### src/rtl/i2d_pkg.sv
package i2d_pkg;

	localparam int unsigned WordW = 64;
	localparam int unsigned FracW = 52;
	localparam int unsigned ExpW = 11;
	localparam int unsigned PosW = 6;
	localparam logic [ExpW-1:0] ExpBias = 11'd1023;

	// leading-one search result for one 16-bit quarter
	typedef struct packed {
		logic       any;
		logic [3:0] pos;
	} lz16_t;

	function automatic lz16_t find_msb16(input logic [15:0] v);
		lz16_t r;
		r.any = |v;
		r.pos = 4'd0;
		for (int i = 0; i < 16; i++) begin
			if (v[i]) begin
				r.pos = 4'(i);
			end
		end
		return r;
	endfunction

endpackage

### src/rtl/i2d_round.sv
module i2d_round (
	input  logic                              clk,
	input  logic                              arst_n,
	input  logic                              valid,
	input  logic                              sign,
	input  logic                              nonzero,
	input  logic [i2d_pkg::PosW-1:0]          pos,
	input  logic [i2d_pkg::WordW-1:0]         norm,
	output logic                              out_valid,
	output logic [i2d_pkg::WordW-1:0]         out_bits
);

	// norm has its leading one at bit 63; bits 10..0 are dropped
	logic [i2d_pkg::FracW:0]   mant;
	logic                      guard;
	logic                      sticky;
	logic                      round_up;
	logic [i2d_pkg::FracW+1:0] mant_r;
	logic [i2d_pkg::ExpW-1:0]  exp_v;
	logic [i2d_pkg::FracW-1:0] frac_v;

	always_comb begin
		mant     = norm[63:11];
		guard    = norm[10];
		sticky   = |norm[9:0];
		round_up = guard & (sticky | mant[0]);
		mant_r   = {1'b0, mant} + {{i2d_pkg::FracW+1{1'b0}}, round_up};
		exp_v    = i2d_pkg::ExpBias + {{(i2d_pkg::ExpW-i2d_pkg::PosW){1'b0}}, pos}
		           + {{(i2d_pkg::ExpW-1){1'b0}}, mant_r[i2d_pkg::FracW+1]};
		frac_v   = mant_r[i2d_pkg::FracW+1] ? mant_r[i2d_pkg::FracW:1]
		                                    : mant_r[i2d_pkg::FracW-1:0];
	end

	always_ff @(posedge clk or negedge arst_n) begin
		if (!arst_n) begin
			out_valid <= 1'b0;
		end else begin
			out_valid <= valid;
		end
	end

	always_ff @(posedge clk) begin
		out_bits <= nonzero ? {sign, exp_v, frac_v} : '0;
	end

endmodule

### src/rtl/int64_to_double_convert_top.sv
// int64 to binary64 converter
// command channel: drive value with start high; busy is always low, so a
// beat is taken on every cycle that start is high
// result channel: double_bits is shown for one cycle with done high; the
// receiver cannot stall and needs none, as every result is final
// throughput: one conversion per cycle through the four register stages
//   s1 magnitude, s2 quarter leading-one search, s3 normalising shift,
//   then rounding and packing into the output register
// rounding is to nearest, ties to even; zero gives +0
// reset clears the stage valid bits only, so nothing is in flight after it
module int64_to_double_convert_top (
	input  logic        clk,
	input  logic        arst_n,
	input  logic        start,
	output logic        busy,
	input  logic [63:0] value,
	output logic        done,
	output logic [63:0] double_bits
);

	logic        v_s1, v_s2, v_s3;
	logic        sign_s1, sign_s2, sign_s3;
	logic [63:0] mag_s1, mag_s2;
	i2d_pkg::lz16_t q_s2 [4];
	logic        nz_s3;
	logic [5:0]  pos_s3;
	logic [63:0] norm_s3;

	// coarse and fine leading-one position from the four quarter searches
	logic [5:0]  pos_c;
	logic        nz_c;

	assign busy = 1'b0;

	always_ff @(posedge clk or negedge arst_n) begin
		if (!arst_n) begin
			v_s1 <= 1'b0;
			v_s2 <= 1'b0;
			v_s3 <= 1'b0;
		end else begin
			v_s1 <= start;
			v_s2 <= v_s1;
			v_s3 <= v_s2;
		end
	end

	// stage 1: sign and magnitude
	always_ff @(posedge clk) begin
		sign_s1 <= value[63];
		mag_s1  <= value[63] ? (~value + 64'd1) : value;
	end

	// stage 2: leading-one search per quarter
	always_ff @(posedge clk) begin
		sign_s2 <= sign_s1;
		mag_s2  <= mag_s1;
		for (int i = 0; i < 4; i++) begin
			q_s2[i] <= i2d_pkg::find_msb16(mag_s1[16*i +: 16]);
		end
	end

	always_comb begin
		pos_c = 6'd0;
		nz_c  = 1'b0;
		for (int i = 0; i < 4; i++) begin
			if (q_s2[i].any) begin
				pos_c = {2'(i), q_s2[i].pos};
				nz_c  = 1'b1;
			end
		end
	end

	// stage 3: shift leading one up to bit 63
	always_ff @(posedge clk) begin
		sign_s3 <= sign_s2;
		nz_s3   <= nz_c;
		pos_s3  <= pos_c;
		norm_s3 <= mag_s2 << (6'd63 - pos_c);
	end

	// stage 4: round and pack
	i2d_round u_round (
		.clk       (clk),
		.arst_n    (arst_n),
		.valid     (v_s3),
		.sign      (sign_s3),
		.nonzero   (nz_s3),
		.pos       (pos_s3),
		.norm      (norm_s3),
		.out_valid (done),
		.out_bits  (double_bits)
	);

endmodule

### config.mk
export PLATFORM = sky130hd
export DESIGN_NAME = int64_to_double_convert_top
export DESIGN_NICKNAME = d
export VERILOG_FILES = /design/src/rtl/i2d_pkg.sv /design/src/rtl/i2d_round.sv /design/src/rtl/int64_to_double_convert_top.sv
export SDC_FILE = /design/constraint.sdc
export NUM_CORES = 1
export LEC_CHECK = 0
export BUFFER_PORTS_ARGS = -buffer_cell sky130_fd_sc_hd__buf_2
export CAP_MARGIN = 10
export CORE_UTILIZATION = 64
export DETAILED_ROUTE_END_ITERATION = 6
export HOLD_SLACK_MARGIN = 0.03
export PLACE_DENSITY = 0.9
export SYNTH_ARGS = -nofsm -noshare
export SYNTH_HDL_FRONTEND = slang
export SYNTH_HIERARCHICAL = 1
export SYNTH_SLANG_ARGS = --single-unit
export TNS_END_PERCENT = 100
### constraint.sdc
create_clock -name clk -period 8.4 [get_ports clk]
set_clock_uncertainty 0.1 [all_clocks]
set_input_delay 0.84 -clock clk [delete_from_list [all_inputs] [get_ports clk]]
set_output_delay 0.84 -clock clk [all_outputs]
set_load 0.005 [all_outputs]
Word-level counts from Yosys, hierarchy flattened --
Memory sizes are Yosys's and may differ from the RTL's. Cells that the tools add are included.
Cells by class: add/subtract/negate cells 5, shifts and indexed selects 1, mux-type cells 67, bitwise operators 3, reduce and logical (&&, ||, !) cells 6
Operators by type and width (count):
- 2-to-1 mux 4 bit | 52
- adder 64 x 1 -> 64 bit, second input constant | 1
- inverter 64 bit | 1
- OR reduction 16 bit | 4
- << shifter 64 x 6 -> 64 bit | 1
- 2-to-1 mux 63 bit | 1
- adder 53 x 1 -> 54 bit | 1
- 2-to-1 mux 52 bit | 1
- 2-to-1 mux 6 bit | 3
- adder 10 x 6 -> 11 bit, first input constant | 1
- adder 11 x 1 -> 11 bit | 1
- OR reduction 10 bit | 1
- 2-to-1 mux 3 bit | 3
- subtractor 6 bit, first input constant | 1
- 2-to-1 mux 1 bit | 5
- 2-to-1 mux 2 bit | 2
- OR reduction 3 bit | 1
- AND 1 bit | 1
- OR 1 bit | 1
Storage, ports and cells: flip-flop bits (word level) 270, memory bits (writable) 20, bits of input ports 67, output and inout port bits 66, word-level logic and storage cells 97, memories kept 1
Memories:
- q_s2 | depth 4, width 5, rd ports 4, clocked after memory_dff 0, write ports 4, RTL line int64_to_double_convert_top.sv:24 | i2d_pkg::lz16_t q_s2 [4];

Depth between registers and ports, before layout --
depth after elaboration 15, depth in mapped cells 12, depth with buffers taken out 10

Hierarchy --
The synthesis kept the hierarchy.
By module, submodules not included:
- int64_to_double_convert_top | times used 1, cells each 1075, area an instance 10161.0 um2, seq. area each 4519.3 um2
- i2d_round | times used 1, cells each 331, area an instance 3032.9 um2, seq. area each 1306.3 um2

Worst setup path after synthesis --
OpenSTA, ideal clock, no wires.
path kind input to register, start point input port value[29], end point register mag_s1[61], library setup time 72 ps, arrival time 3784 ps, data required time 8228 ps, setup slack 4444 ps, stages on the path 9, buffers on the path 1, path through or4_4 > or3_4 > or3_4 > or4_1 > or4_1 > buf_2 > or2_4 > o41ai_2 > xnor2_1
Between the ends: word-level cells in the longest chain between the ends 3
RTL lines:
- from (decl) | RTL line int64_to_double_convert_top.sv:16 | input logic [63:0] value,
- inverter 64 bit | RTL line int64_to_double_convert_top.sv:50 | mag_s1 <= value[63] ? (~value + 64'd1) : value;
- adder 64 x 1 -> 64 bit | RTL line int64_to_double_convert_top.sv:50
- 2-to-1 mux 63 bit | RTL line int64_to_double_convert_top.sv:50
- to (signal assigned) | RTL line int64_to_double_convert_top.sv:50
- to (decl) | RTL line int64_to_double_convert_top.sv:23 | logic [63:0] mag_s1, mag_s2;
No other way between the ends. A chain may end at the register's enable or synchronous reset.

==> results.toml <==
[run]
maxCapViolCount = 0

[finish]
finish.utilization_pct = 73.76
nFillCells = 1451
layout-drive-gt1-share_pct = 15.90
nNetsFinal = 1578
final_cell_mix = "dfxtp_1 (286), mux2i_1 (184), nand2_1 (140), buf_2 (131), nor2_1 (114)"
final_common_cell = "dfxtp_1"
diodes = 0
area.growth.synth_to_final_pct = 13.12

[synthesis]
ys_seq_area_share_pct = 44.15
async_flop_share_pct = 1.379
ys.flop_type = "dfxtp_1"
synth_edf_count = 0
ys_ff_latch = 290
yosysWarnings = 6
syn_avg_cell_area_um2 = 9.384
syn-instance-count = 1406
synth_cell_types = 82
synth.net_count = 1477
syn-cell-area_um2 = 13190

[timing]
fmax_ghz = 0.2381
finalSetupViolCount = 0
max_slew_margin_pct = 24.16
drv_slew = 0
hold-worst-slack_ns = 0.2323
worstMarginPinSlew_ns = 1.133
fin_crit_ns = 4.200
rsz0062_at_grt = "false"
final_hold_viol_count = 0
tns_ns = 0
fin_crit_sh_pct = 49.99

[setup_path]
worst_setup_path_end_kind = "flop"
crit_arrival_ns = 4.55
crit_type = "flop to flop"
cp_max_fo = 68
cp-start-kind = "flop"
required_ns = 8.75

[die]
core_area_um2 = 20230
die_w_um = 145.6
start_util_pct = 65.21
die_h_um = 145.6
io-pin-count = 133
die-area_um2 = 21190
rows = 52

[place]
io_buffers = 131
dp_hpwl_mm = 26.45
gp_congestion = 1.051

[clock_tree]
clk_latency_ns = 0.55
cts_max_path_buffers = 3
cts_sinks = 290
cts_hold_buf = 1
ctsHtreeMaxLevel = 1
cts_tree = "built"
numCtsBuffers = 27
path_clk_slew_ns = 0.07
root_buffer = "clkbuf_16"
cts_resized = 0
cts_setup_buffers = 0

[drt]
dr.pass1.iters = 7
num_vias = 10990
drtIter0Drc = 757
wl_per_cell_um = 19.95
wl_met1_mm = 14.05
postRouteAntennaNets = 0
drc = 0
wl_met3_mm = 2.479
highest_layer = "met4"
viasPerCell = 6.110
dr_wl_met2_mm = 17.76
finalWirelength_mm = 35.87

[power]
p_seq_share_pct = 44.8
p_int_w = 0.002757
cellPowerDensity_nw_per_um2 = 268.8
peakVddDrop_mv = 0.1674
p_total_w = 0.004012
leakagePower_nw = 6.392
combPwrFrac_pct = 23.2
p_clk_share_pct = 32.0
switching_power_w = 0.001256
swShare_pct = 31.29

[grt]
antenna_found_initial = 0
grt_pass1_wl_mm = 55.90
grt_max_degree = 69
track_usage_pct = 33.22
grt_overflow_total = 0
grt_pass1_vias = 10470

[outcome]
status = "finished, final reports clean"

[hold_path]
hold_path_class = "flop to flop"
==> power groups by stage <==
stage,logic [W],registers [W],clock network [W]
6_report,0.000933,0.00180,0.00128
5_1_grt,0.00100,0.00182,0.00135
4_1_cts,0.000913,0.00180,0.00129
3_5_place_dp,0.000902,0.00182,0
3_3_place_gp,0.000895,0.00181,0
2_1_floorplan,0.000589,0.00178,0
==> through the flow <==
step,instance area [um^2],setup slack (ns),cells
2_1_floorplan,13190,4.444,1406
3_3_place_gp,13970,4.164,1747
3_5_place_dp,13970,4.062,1747
4_1_cts,14920,4.358,1798
5_1_grt,14920,4.029,1798
6_report,14920,4.200,1798
==> cell families (layout without fill, tap and decap cells) <==
kind of cell,count (synthesis),after routing,synth area share [%]
and+or+nand+nor,478,478,18.40
xor gates and xnor gates,110,110,7.359
buffers and inverters,105,227,3.366
muxes,190,190,14.56
other,1,1,0.02842
DFF,290,290,44.15
adders and majority gates,4,4,0.3793
AOI/OAI and AO/OA,228,228,11.76
==> critical path, stage by stage, from the launching register on <==
cell and delay (ns):
dfxtp_1 0.80, nand2_1 0.26, a41oi_4 0.26, buf_4 0.79
mux2i_1 0.22, o21ai_0 0.48, nor2_1 0.08, nor2_1 0.46
o21ai_0 0.33, o211ai_1 0.28
==> state kept, by name, indices dropped and copies added, names as in the netlist, 6 cells and up <==
| name | flops |
|---|---|
| q_s2 | 20 |
| norm_s3 | 64 |
| mag_s2 | 64 |
| pos_s3 | 6 |
| mag_s1 | 64 |
| u_round/out_bits | 64 |
==> layout make-up <==
cell class              instances  area (um^2)  area share (%)
repair buffers                142        740.7           4.963
flip-flops and latches        290         5826           39.03
inverters                      35        133.9          0.8970
clock inverters                17        212.7           1.425
clock buffers                  33        728.2           4.879
well taps                     270        337.8           2.264
multi-input cells            1011         6945           46.54
==> synth_stat cells (13+ instances only) <==
| cell | instances | area share (%) |
|---|---|---|
| a21oi_1 | 50 | 1.9 |
| buf_1 | 14 | 0.40 |
| clkbuf_1 | 45 | 1.3 |
| dfxtp_1 | 286 | 43 |
| inv_1 | 31 | 0.88 |
| mux2i_1 | 184 | 14 |
| nand2_1 | 140 | 4.0 |
| nand3_1 | 42 | 1.6 |
| nand4_1 | 19 | 0.90 |
| nor2_1 | 115 | 3.3 |
| nor3_1 | 30 | 1.1 |
| nor4_1 | 26 | 1.2 |
| o21ai_0 | 45 | 1.7 |
| o21ai_2 | 13 | 0.86 |
| o31ai_1 | 21 | 1.2 |
| xnor2_1 | 80 | 5.3 |
| xor2_1 | 29 | 1.9 |
==> worst paths after layout <==
check | from | to | slack (ns) | cells past startpoint
max in group asynchronous | arst_n | v_s2$_DFF_PN0_ | 7.55 | 2
min in group asynchronous | arst_n | v_s1$_DFF_PN0_ | 0.52 | 2
max | q_s2[2][4]$_DFF_P_ | norm_s3[46]$_DFF_P_ | 4.20 | 9
min reg2reg | sign_s1$_DFF_P_ | sign_s2$_DFF_P_ | 0.23 | 0
max reg2reg | q_s2[2][4]$_DFF_P_ | norm_s3[46]$_DFF_P_ | 4.20 | 9
min | sign_s1$_DFF_P_ | sign_s2$_DFF_P_ | 0.23 | 0
==> routing by layer <==
layer / vias to the layer above / track usage, %
met5: - / 0
met1: 5122 / 39.41
met4: 0 / 14.79
li1: 5226 / -
met3: 102 / 4.420
met2: 535 / 59.83
No activity file was read; power rests on OpenSTA's default activity.
